<file path="src/rtl/frwm_pkg.sv">
`default_nettype none
package frwm_pkg;
    localparam int WindowDepth = 4096;
    localparam int PtrW  = $clog2(WindowDepth);
    localparam int CntW  = PtrW + 1;
    localparam int RateW = 10;
    localparam int TimeW = 32;
    localparam int SumW  = RateW + CntW;
    localparam int EntW  = RateW + TimeW;
    localparam int BinW  = 4;
    localparam int BinCntW = 32;
    localparam int QDepth = 2;
    localparam logic [0:0] RegShort = 1'b0;
    localparam logic [0:0] RegLong  = 1'b1;

    typedef struct packed {
        logic [RateW-1:0] rate;
        logic [TimeW-1:0] time_ms;
        logic [BinW-1:0]  bin;
    } t_item;

    function automatic logic [BinW-1:0] bin_of(input logic [RateW-1:0] r);
        logic [BinW-1:0] b;
        b = 4'd0;
        if (r >= 10'd120) b = 4'd15;
        else if (r < 10'd5)  b = 4'd0;
        else if (r < 10'd10) b = 4'd1;
        else if (r < 10'd15) b = 4'd2;
        else if (r < 10'd20) b = 4'd3;
        else if (r < 10'd25) b = 4'd4;
        else if (r < 10'd30) b = 4'd5;
        else if (r < 10'd40) b = 4'd6;
        else if (r < 10'd50) b = 4'd7;
        else if (r < 10'd60) b = 4'd8;
        else if (r < 10'd70) b = 4'd9;
        else if (r < 10'd80) b = 4'd10;
        else if (r < 10'd90) b = 4'd11;
        else if (r < 10'd100) b = 4'd12;
        else if (r < 10'd110) b = 4'd13;
        else b = 4'd14;
        return b;
    endfunction
endpackage
`default_nettype wire

</file>
<file path="src/rtl/frwm_front.sv">
`default_nettype none
module frwm_front (
    input  wire logic                       i_clk,
    input  wire logic                       i_rst_n,
    input  wire logic                       i_valid,
    output logic                            o_ready,
    input  wire logic [frwm_pkg::RateW-1:0] i_rate,
    input  wire logic [frwm_pkg::TimeW-1:0] i_time,
    output logic                            o_valid,
    input  wire logic                       i_ready,
    output frwm_pkg::t_item                 o_item
);
    frwm_pkg::t_item r_q [frwm_pkg::QDepth];
    logic r_wp, r_rp;
    logic [1:0] r_cnt;
    logic push, pop;
    assign o_ready = (r_cnt != 2'd2);
    assign o_valid = (r_cnt != 2'd0);
    assign o_item  = r_q[r_rp];
    assign push = i_valid && o_ready;
    assign pop  = o_valid && i_ready;
    always_ff @(posedge i_clk) begin
        if (!i_rst_n) begin
            r_wp <= 1'b0;
            r_rp <= 1'b0;
            r_cnt <= 2'd0;
        end else begin
            if (push) r_wp <= ~r_wp;
            if (pop) r_rp <= ~r_rp;
            r_cnt <= r_cnt + {1'b0, push} - {1'b0, pop};
        end
        if (push) begin
            r_q[r_wp].rate    <= i_rate;
            r_q[r_wp].time_ms <= i_time;
            r_q[r_wp].bin     <= frwm_pkg::bin_of(i_rate);
        end
    end
endmodule
`default_nettype wire

</file>
<file path="config.mk">
export PLATFORM = sky130hd
export DESIGN_NAME = frwm_front
export DESIGN_NICKNAME = d
export VERILOG_FILES = /design/src/rtl/frwm_pkg.sv /design/src/rtl/frwm_front.sv
export SDC_FILE = /design/constraint.sdc
export NUM_CORES = 1
export LEC_CHECK = 0
export BUFFER_PORTS_ARGS = -buffer_cell sky130_fd_sc_hd__buf_2
export CORE_MARGIN = 3
export CORE_UTILIZATION = 57
export DETAILED_ROUTE_END_ITERATION = 8
export PLACE_DENSITY = 0.87
export SYNTH_ARGS = -nofsm -noshare
export SYNTH_HDL_FRONTEND = slang
export SYNTH_SLANG_ARGS = --single-unit
</file>
<file path="constraint.sdc">
create_clock -name i_clk -period 6.63 [get_ports i_clk]
set_input_delay 0.663 -clock i_clk [delete_from_list [all_inputs] [get_ports i_clk]]
set_output_delay 0.663 -clock i_clk [all_outputs]
set_load 0.1 [all_outputs]
</file>
==> results of run 1 <==
==> per-layer routing <==
metal	track usage	up-vias	routed length, um
met5	0	-	0
met4	0.0755	0	103
met3	0.0414	9	395
met2	0.305	82	3470
met1	0.208	1051	2750
li1	-	1030	-
==> registers in the layout, indices dropped and copies added (netlist names), named ones only <==
name   count
r_cnt      2
r_q       92
r_rp       1
r_wp       1
==> cell type report <==
cell class / count / area (sq um)
multi-input combinational: 108 / 923
sequential: 97 / 2860
inverter: 2 / 7.51
tap: 77 / 96.3
clock buffer: 10 / 128
clock inverter: 6 / 91.3
timing repair buffer: 94 / 473
fill: 423 / 1880
==> synthesized netlist by cell type, drive strengths merged, types with 3 or more instances <==
library cell | count | area (sq um)
and2 | 5 | 31.3
xnor2 | 4 | 35.0
buf | 9 | 51.3
edfxtp | 92 | 2760
nand2b | 3 | 18.8
dfxtp | 5 | 100
or3 | 3 | 23.8
nor2 | 5 | 18.8
mux2 | 46 | 518
nand3 | 4 | 20.0
a21oi | 4 | 20.0
nand2 | 6 | 22.5
o21ai | 7 | 35.0
==> worst max path at each step <==
stage                     slack (ps)   endpoint
after floorplan                 2820  r_q[0][0]
after global placement          4110  o_item[3]
after detailed placement        4100  o_item[3]
after CTS                       3690  o_item[3]
after global routing            3640  o_item[3]
final                           3780  o_item[3]
==> power by group <==
| group | switching, uW | total (uW) | internal (uW) | leakage [uW] |
|---|---|---|---|---|
| sequential | 57.0 | 831 | 774 | 0.000886 |
| combinational | 795 | 982 | 186 | 0.000667 |
| clock | 195 | 410 | 215 | 0.000111 |
| total | 1050 | 2220 | 1180 | 0.00166 |
==> cells by family (layout without fill, tap and decap cells) <==
group | Yosys count | count (layout) | share of synthesized area
fa+ha+maj | 3 | 3 | 0.00911
buf+inv | 13 | 112 | 0.0173
mux | 46 | 46 | 0.135
compound gates | 21 | 21 | 0.0368
simple gates | 34 | 34 | 0.0482
xor+xnor | 4 | 4 | 0.00911
flops | 97 | 97 | 0.745
==> per-stage QoR <==
stage | hold WS (ps) | cells
after detailed placement | 528 | 378
after global placement | 523 | 378
final | 495 | 394
after CTS | 481 | 394
after floorplan | 504 | 218
after global routing | 476 | 394
==> flow_summary.html, run 1 <==
<table>
<tr><th>Metric</th><th>Value</th></tr>
<tr><th colspan="2">Final layout</th></tr>
<tr><td>Fraction of layout cells with a size suffix above 1</td><td>0.508</td></tr>
<tr><td>Layout Nets</td><td>360</td></tr>
<tr><td>Leading cell type in the layout, fill and taps excluded</td><td>sky130_fd_sc_hd__buf_2</td></tr>
<tr><td>Design Area, Final</td><td>0.00458 sq mm</td></tr>
<tr><td>Layout Area Growth over Synthesis</td><td>19.2%</td></tr>
<tr><td>Commonest cells after routing, fill and taps aside</td><td>sky130_fd_sc_hd__buf_2 (93), sky130_fd_sc_hd__edfxtp_1 (92), sky130_fd_sc_hd__mux2_2 (46)</td></tr>
<tr><td>Util after Layout</td><td>0.710</td></tr>
<tr><td>Antenna diode count</td><td>0</td></tr>
<tr><th colspan="2">Die</th></tr>
<tr><td>Number of I/O pins</td><td>94</td></tr>
<tr><td>Cell Rows</td><td>29</td></tr>
<tr><td>Initial core utilization</td><td>0.595</td></tr>
<tr><td>DIE WIDTH</td><td>88.1 um</td></tr>
<tr><td>Area of the core region</td><td>0.00646 sq mm</td></tr>
<tr><td>Die Outline Area</td><td>0.00776 sq mm</td></tr>
<tr><td>Die Ht</td><td>88.1 um</td></tr>
<tr><th colspan="2">Global routing</th></tr>
<tr><td>Number of antenna violations at the first check in global routing</td><td>0</td></tr>
<tr><td>Remaining global-route overflow</td><td>0</td></tr>
<tr><td>Global-route wire length before repair</td><td>10000 um</td></tr>
<tr><td>Total routing resource utilization after global routing</td><td>0.175</td></tr>
<tr><td>Maximum number of pins on one net before global-route repair</td><td>47</td></tr>
<tr><td>Vias in the first global route</td><td>2086</td></tr>
<tr><th colspan="2">Pwr</th></tr>
<tr><td>Power density relative to cell area</td><td>485 mW/mm^2</td></tr>
<tr><td>Overall power</td><td>2220 uW</td></tr>
<tr><td>Peak VDD IR</td><td>0.361 mV</td></tr>
<tr><td>P_leak</td><td>0.00166 uW</td></tr>
<tr><th colspan="2">STA</th></tr>
<tr><td>Final worst path period share</td><td>0.430</td></tr>
<tr><td>Unrepaired setup endpoints after global routing</td><td>no</td></tr>
<tr><td>Worst relative slew slack</td><td>0.278</td></tr>
<tr><td>Total Negative Setup Slacks</td><td>0 ps</td></tr>
<tr><td>Highest clock frequency the design can meet</td><td>0.351 GHz</td></tr>
<tr><td>Minimum clock period</td><td>2850 ps</td></tr>
<tr><td>Final WS setup</td><td>3780 ps</td></tr>
<tr><td>Finish-stage setup viols</td><td>0</td></tr>
<tr><td>Transition time at the pin with the least slew margin</td><td>1080 ps</td></tr>
<tr><td>Total count of max-transition violations in the final report</td><td>0</td></tr>
<tr><td>Post-Route Skew</td><td>11.4 ps</td></tr>
<tr><td>Final hold violation count</td><td>0</td></tr>
<tr><th colspan="2">Place</th></tr>
<tr><td>Worst setup slack after placement</td><td>4100 ps</td></tr>
<tr><td>Port Buffers</td><td>93</td></tr>
<tr><td>Placed wire-length estimate</td><td>4430 um</td></tr>
<tr><td>Placement-stage cell area</td><td>0.00436 sq mm</td></tr>
<tr><td>Final GP Congestion</td><td>0.736</td></tr>
<tr><th colspan="2">Setup path</th></tr>
<tr><td>Signal arrival time at the worst endpoint</td><td>2190 ps</td></tr>
<tr><td>Slowest cell delay on critical path</td><td>1050 ps</td></tr>
<tr><td>Maximum fanout along the worst path</td><td>46</td></tr>
<tr><td>CP Capture Type</td><td>output pin</td></tr>
<tr><td>CP Data Required Time</td><td>5970 ps</td></tr>
<tr><td>CP max stage cell</td><td>sky130_fd_sc_hd__dfxtp_2</td></tr>
<tr><td>Worst path bufs/invs</td><td>1</td></tr>
<tr><td>Kind of cell adding the most delay to the critical path</td><td>flip-flops</td></tr>
<tr><td>List of cells traversed by the critical path</td><td>mux2_2 -&gt; buf_2</td></tr>
<tr><td>Critical path class</td><td>reg -&gt; out</td></tr>
<tr><td>Sort of element at the start of the critical path</td><td>register</td></tr>
<tr><td>Cells on worst reg2reg path</td><td>4</td></tr>
<tr><td>Reg2Reg Capture Point</td><td>r_q[0][24]</td></tr>
<tr><td>Source of the worst register-to-register timing path</td><td>r_cnt[0]</td></tr>
<tr><td>Setup slack on the worst flop-to-flop path</td><td>4790 ps</td></tr>
<tr><td>Crit. path cell count</td><td>2</td></tr>
<tr><th colspan="2">Synth</th></tr>
<tr><td>Share of the yosys chip area belonging to registers</td><td>0.745</td></tr>
<tr><td>Cell area after synthesis</td><td>0.00384 sq mm</td></tr>
<tr><td>Number of different library cells in the post-synthesis netlist</td><td>36</td></tr>
<tr><td>Asr flop ratio synth</td><td>0</td></tr>
<tr><td>Post-synth EDFFs</td><td>92</td></tr>
<tr><td>Syn Nets</td><td>266</td></tr>
<tr><td>Avg Inst Size Synth</td><td>17.6 sq um</td></tr>
<tr><td>Flip-flop and latch count after synthesis</td><td>97</td></tr>
<tr><td>Top FF cell, synth</td><td>sky130_fd_sc_hd__edfxtp_1</td></tr>
<tr><td>Syn Inst Count</td><td>218</td></tr>
<tr><td>Number of synthesis warnings</td><td>0</td></tr>
<tr><th colspan="2">Clocking</th></tr>
<tr><td>Maximum number of buffers from clock root to sink</td><td>2</td></tr>
<tr><td>Insertion delay to the later sink of the worst-skew pair</td><td>350 ps</td></tr>
<tr><td>Clock-pin slew on the worst setup and hold paths</td><td>90 ps</td></tr>
<tr><td>Number of gates resized after CTS</td><td>0</td></tr>
<tr><td>H-Tree Level Count</td><td>3</td></tr>
<tr><td>Clk root buf</td><td>sky130_fd_sc_hd__clkbuf_8</td></tr>
<tr><td>Number of post-CTS setup repair buffers</td><td>0</td></tr>
<tr><td>TritonCTS clock tree</td><td>built</td></tr>
<tr><td>Count of hold buffers inserted by post-cts repair</td><td>0</td></tr>
<tr><td>Clock buffer count from CTS</td><td>9</td></tr>
<tr><td>Number of sinks driven by the clock tree</td><td>97</td></tr>
<tr><th colspan="2">Drt</th></tr>
<tr><td>Average wire length per cell after detail routing</td><td>17.1 um</td></tr>
<tr><td>Remaining number of nets flagged by the antenna check after routing</td><td>0</td></tr>
<tr><td>Overall via count from detail_route</td><td>2172</td></tr>
<tr><td>Violation count after the first detailed-routing iteration</td><td>124</td></tr>
<tr><td>First-pass iteration count of the detailed router</td><td>4</td></tr>
<tr><td>Per-cell via count in the routed design</td><td>5.51</td></tr>
<tr><td>Remaining DRCs</td><td>0</td></tr>
<tr><td>Wirelength, routed</td><td>6720 um</td></tr>
<tr><th colspan="2">Worst hold path</th></tr>
<tr><td>Worst hold path depth</td><td>1</td></tr>
<tr><td>Hold path start</td><td>i_time[9]</td></tr>
<tr><td>Hold worst-path end</td><td>r_q[1][13]</td></tr>
<tr><td>Classification of the worst-slack hold path</td><td>in -&gt; reg</td></tr>
<tr><th colspan="2">Outcome</th></tr>
<tr><td>Run status</td><td>finished, final reports clean</td></tr>
<tr><th colspan="2">Flow run</th></tr>
<tr><td>Max capacitance violation total</td><td>0</td></tr>
</table>
Power figures use the tool's default switching activity.
==> run 2: changes to the inputs <==
--- a/config.mk
+++ b/config.mk
@@ -5,11 +5,12 @@
 export SDC_FILE = /design/constraint.sdc
 export NUM_CORES = 1
 export LEC_CHECK = 0
+export ABC_AREA = 1
 export BUFFER_PORTS_ARGS = -buffer_cell sky130_fd_sc_hd__buf_2
 export CORE_MARGIN = 3
-export CORE_UTILIZATION = 57
+export CORE_UTILIZATION = 53
 export DETAILED_ROUTE_END_ITERATION = 8
-export PLACE_DENSITY = 0.87
+export PLACE_DENSITY = 0.82
 export SYNTH_ARGS = -nofsm -noshare
 export SYNTH_HDL_FRONTEND = slang
 export SYNTH_SLANG_ARGS = --single-unit
==> constraint.sdc (replaced) <==
create_clock -name i_clk -period 2.7 [get_ports i_clk]
set_input_delay 0.27 -clock i_clk [delete_from_list [all_inputs] [get_ports i_clk]]
set_output_delay 0.27 -clock i_clk [all_outputs]
set_load 0.1 [all_outputs]
==> run 2 against run 1 <==
Net effect:
- cell count increased by 15%
- power is 140% higher
- synthesized cell count increased by 15%
- largest cell class unchanged
- largest power group unchanged
==> flow_summary.html, run 2 <==
<table>
<tr><th>Metric</th><th>Value</th></tr>
<tr><th colspan="2">Place</th></tr>
<tr><td>Port Buffers</td><td>93 (unchanged)</td></tr>
<tr><td>Worst setup slack after placement</td><td>844 ps (-3260 ps)</td></tr>
<tr><td>Placed wire-length estimate</td><td>4760 um (+7.5%)</td></tr>
<tr><td>Final GP Congestion</td><td>0.902 (+23%)</td></tr>
<tr><td>Number of instances in the placed design</td><td>439 (+16%)</td></tr>
<tr><th colspan="2">Setup path</th></tr>
<tr><td>Critical path class</td><td>reg -&gt; out</td></tr>
<tr><td>Kind of cell adding the most delay to the critical path</td><td>flip-flops</td></tr>
<tr><td>Sort of element at the start of the critical path</td><td>register</td></tr>
<tr><td>CP Data Required Time</td><td>2430 ps (-3540 ps)</td></tr>
<tr><td>Worst path bufs/invs</td><td>2 (+1)</td></tr>
<tr><td>Signal arrival time at the worst endpoint</td><td>1920 ps (-270 ps)</td></tr>
<tr><td>CP max stage cell</td><td>sky130_fd_sc_hd__dfxtp_2</td></tr>
<tr><td>Slowest cell delay on critical path</td><td>650 ps (-400 ps)</td></tr>
<tr><td>CP Capture Type</td><td>output pin</td></tr>
<tr><td>List of cells traversed by the critical path</td><td>buf_12 -&gt; mux2_2 -&gt; buf_2</td></tr>
<tr><td>Maximum fanout along the worst path</td><td>27 (-41%)</td></tr>
<tr><th colspan="2">Synth</th></tr>
<tr><td>Syn Nets</td><td>299 (+12%)</td></tr>
<tr><td>Avg Inst Size Synth</td><td>15.6 sq um (-12%)</td></tr>
<tr><td>Flip-flop and latch count after synthesis</td><td>97 (unchanged)</td></tr>
<tr><td>Top FF cell, synth</td><td>sky130_fd_sc_hd__edfxtp_1</td></tr>
<tr><td>Cell area after synthesis</td><td>0.00392 sq mm (+1.9%)</td></tr>
<tr><td>Most used standard cell by instance count after synthesis</td><td>sky130_fd_sc_hd__edfxtp_1</td></tr>
<tr><td>Biggest area contributors in the synthesized netlist</td><td>sky130_fd_sc_hd__edfxtp_1 (71%), sky130_fd_sc_hd__mux2_2 (13%), sky130_fd_sc_hd__nand2_1 (3.1%)</td></tr>
<tr><td>Portion of synthesized cell area occupied by the leading cell type</td><td>0.705 (-0.0133)</td></tr>
<tr><td>Asr flop ratio synth</td><td>0 (unchanged)</td></tr>
<tr><td>Number of different library cells in the post-synthesis netlist</td><td>26 (-28%)</td></tr>
<tr><td>Number of synthesis warnings</td><td>0 (unchanged)</td></tr>
<tr><td>Share of the yosys chip area belonging to registers</td><td>0.731 (-0.0138)</td></tr>
<tr><td>Syn Inst Count</td><td>251 (+15%)</td></tr>
<tr><td>Top cells by count, synth</td><td>sky130_fd_sc_hd__edfxtp_1 (92), sky130_fd_sc_hd__mux2_2 (46), sky130_fd_sc_hd__nand2_1 (32), sky130_fd_sc_hd__inv_1 (16), sky130_fd_sc_hd__nor2_1 (10)</td></tr>
<tr><td>Post-synth EDFFs</td><td>92 (unchanged)</td></tr>
<tr><td>Largest area contributor in the synthesized netlist</td><td>sky130_fd_sc_hd__edfxtp_1</td></tr>
<tr><th colspan="2">Clocking</th></tr>
<tr><td>Number of sinks driven by the clock tree</td><td>97 (unchanged)</td></tr>
<tr><td>Maximum number of buffers from clock root to sink</td><td>2 (unchanged)</td></tr>
<tr><td>Number of gates resized after CTS</td><td>0 (unchanged)</td></tr>
<tr><td>Clock buffer count from CTS</td><td>9 (unchanged)</td></tr>
<tr><td>Count of hold buffers inserted by post-cts repair</td><td>0 (unchanged)</td></tr>
<tr><td>Clk root buf</td><td>sky130_fd_sc_hd__clkbuf_8</td></tr>
<tr><td>Number of post-CTS setup repair buffers</td><td>0 (unchanged)</td></tr>
<tr><td>TritonCTS clock tree</td><td>built</td></tr>
<tr><td>H-Tree Level Count</td><td>3 (unchanged)</td></tr>
<tr><td>Clock-pin slew on the worst setup and hold paths</td><td>80 ps (about the same)</td></tr>
<tr><td>Insertion delay to the later sink of the worst-skew pair</td><td>350 ps (about the same)</td></tr>
<tr><th colspan="2">STA</th></tr>
<tr><td>Final worst path period share</td><td>0.812</td></tr>
<tr><td>Unrepaired setup endpoints after global routing</td><td>no</td></tr>
<tr><td>Final WS setup</td><td>507 ps (-3270 ps)</td></tr>
<tr><td>Final hold violation count</td><td>0 (unchanged)</td></tr>
<tr><td>Post-Route Skew</td><td>6.26 ps (-5.14 ps)</td></tr>
<tr><td>Finish-stage setup viols</td><td>0 (unchanged)</td></tr>
<tr><td>Transition time at the pin with the least slew margin</td><td>503 ps (-580 ps)</td></tr>
<tr><td>Minimum clock period</td><td>2190 ps</td></tr>
<tr><td>Highest clock frequency the design can meet</td><td>0.456 GHz</td></tr>
<tr><td>Worst relative slew slack</td><td>0.665 (+0.387)</td></tr>
<tr><td>Total count of max-transition violations in the final report</td><td>0 (unchanged)</td></tr>
<tr><th colspan="2">Final layout</th></tr>
<tr><td>Fraction of layout cells with a size suffix above 1</td><td>0.482 (-0.0260)</td></tr>
<tr><td>Register with the most flip-flops</td><td>r_q</td></tr>
<tr><td>Commonest cells after routing, fill and taps aside</td><td>sky130_fd_sc_hd__buf_2 (93), sky130_fd_sc_hd__edfxtp_1 (92), sky130_fd_sc_hd__mux2_2 (46)</td></tr>
<tr><td>Antenna diode count</td><td>0 (unchanged)</td></tr>
<tr><td>Layout Nets</td><td>402 (+12%)</td></tr>
<tr><td>Biggest regs</td><td>r_q x92, r_cnt x2</td></tr>
<tr><td>Layout Area Growth over Synthesis</td><td>20.5%</td></tr>
<tr><td>Leading cell type in the layout, fill and taps excluded</td><td>sky130_fd_sc_hd__buf_2</td></tr>
<tr><td>Final Instance Count excl. Fillers</td><td>455 (+15%)</td></tr>
<tr><td>Number of flip-flops in the largest register</td><td>92 (unchanged)</td></tr>
<tr><th colspan="2">Drt</th></tr>
<tr><td>First-pass iteration count of the detailed router</td><td>4 (unchanged)</td></tr>
<tr><td>Violation count after the first detailed-routing iteration</td><td>87 (-30%)</td></tr>
<tr><td>Per-cell via count in the routed design</td><td>5.14 (-6.7%)</td></tr>
<tr><td>Remaining number of nets flagged by the antenna check after routing</td><td>0 (unchanged)</td></tr>
<tr><td>Overall via count from detail_route</td><td>2339 (+7.7%)</td></tr>
<tr><td>Wirelength, routed</td><td>6780 um (+0.94%)</td></tr>
<tr><td>Average wire length per cell after detail routing</td><td>14.9 um (-13%)</td></tr>
<tr><td>Remaining DRCs</td><td>0 (unchanged)</td></tr>
<tr><th colspan="2">Pwr</th></tr>
<tr><td>Power density relative to cell area</td><td>1130 mW/mm^2 (+130%)</td></tr>
<tr><td>P_leak</td><td>0.00183 uW (+9.8%)</td></tr>
<tr><td>Peak VDD IR</td><td>0.512 mV (+42%)</td></tr>
<tr><td>Overall power</td><td>5350 uW (+140%)</td></tr>
<tr><th colspan="2">Die</th></tr>
<tr><td>Cell Rows</td><td>30 (+3.4%)</td></tr>
<tr><td>Die Outline Area</td><td>0.00846 sq mm (+8.9%)</td></tr>
<tr><td>Number of I/O pins</td><td>94 (unchanged)</td></tr>
<tr><td>DIE WIDTH</td><td>92.0 um (+4.4%)</td></tr>
<tr><td>Initial core utilization</td><td>0.561 (-0.0342)</td></tr>
<tr><td>Area of the core region</td><td>0.00698 sq mm (+8.1%)</td></tr>
<tr><td>Die Ht</td><td>92.0 um (+4.4%)</td></tr>
<tr><th colspan="2">Flow run</th></tr>
<tr><td>Max capacitance violation total</td><td>0 (unchanged)</td></tr>
<tr><th colspan="2">Outcome</th></tr>
<tr><td>Run status</td><td>finished, final reports clean</td></tr>
<tr><th colspan="2">Global routing</th></tr>
<tr><td>Total routing resource utilization after global routing</td><td>0.175 (+0.000187)</td></tr>
<tr><td>Number of antenna violations at the first check in global routing</td><td>0 (unchanged)</td></tr>
<tr><td>Global-route wire length before repair</td><td>11400 um (+14%)</td></tr>
<tr><td>Vias in the first global route</td><td>2410 (+16%)</td></tr>
<tr><td>Maximum number of pins on one net before global-route repair</td><td>28 (-40%)</td></tr>
<tr><td>Remaining global-route overflow</td><td>0 (unchanged)</td></tr>
<tr><th colspan="2">Worst hold path</th></tr>
<tr><td>Classification of the worst-slack hold path</td><td>in -&gt; reg</td></tr>
</table>
[run 2: cell types whose count changed after synthesis, sizes merged, moves of 4 or more]
cell   before  now
buf         9    5
nor2        5   15
and2        5    0
inv         2   20
nand2       6   35
a21oi       4    9
[run 2: stage by stage]
step                      TNS (ps)  cell area, sq um   util  hold slack, ps
final                            0              4720  0.676             108
after global routing             0              4720  0.676            81.9
after CTS                        0              4720  0.676            88.3
after detailed placement         0              4530  0.649             448
after global placement           0              4530  0.649             437
after floorplan             -26880              3920      -             363
[run 2: cells by family after synthesis]
kind of cell,share of synthesized area
AOI/OAI and AO/OA,0.0316
xor gates and xnor gates,0.00224
adders and majority gates,0.00639
and+or+nand+nor,0.0684
muxes,0.132
buffers and inverters,0.0281
DFF,0.731
[run 2: final timing paths]
check             slack (ps)  startpoint         end  cells after the start
setup / recovery         510    register  o_item[25]                      3
hold / removal           110  i_time[20]  r_q[0][24]                      1
setup reg to reg        1060    r_cnt[0]    r_cnt[1]                      9
hold reg to reg          490        r_rp    register                      1
[run 2: cell type report]
class	count	area, sq um
sequential	97	2860
multi-input combinational	128	958
fill	508	2260
clock inverter	5	56.3
timing repair buffer	98	515
tap	96	120
clock buffer	11	131
inverter	20	75.1
[run 2: routing by layer]
metal  GRT usage  vias to the layer above  wire length (um)
li1            -                     1123                 -
met1       0.226                     1125              2990
met2       0.280                       78              3260
met3      0.0410                       13               387
met4      0.0854                        0               149
met5           0                        -                 0
[run 2: where the power goes]
part	leakage [uW]	total [uW]	internal (uW)	switching [uW]
registers	0.000891	1990	1910	85.3
logic	0.000852	2490	453	2040
clock network	0.0000832	869	425	444
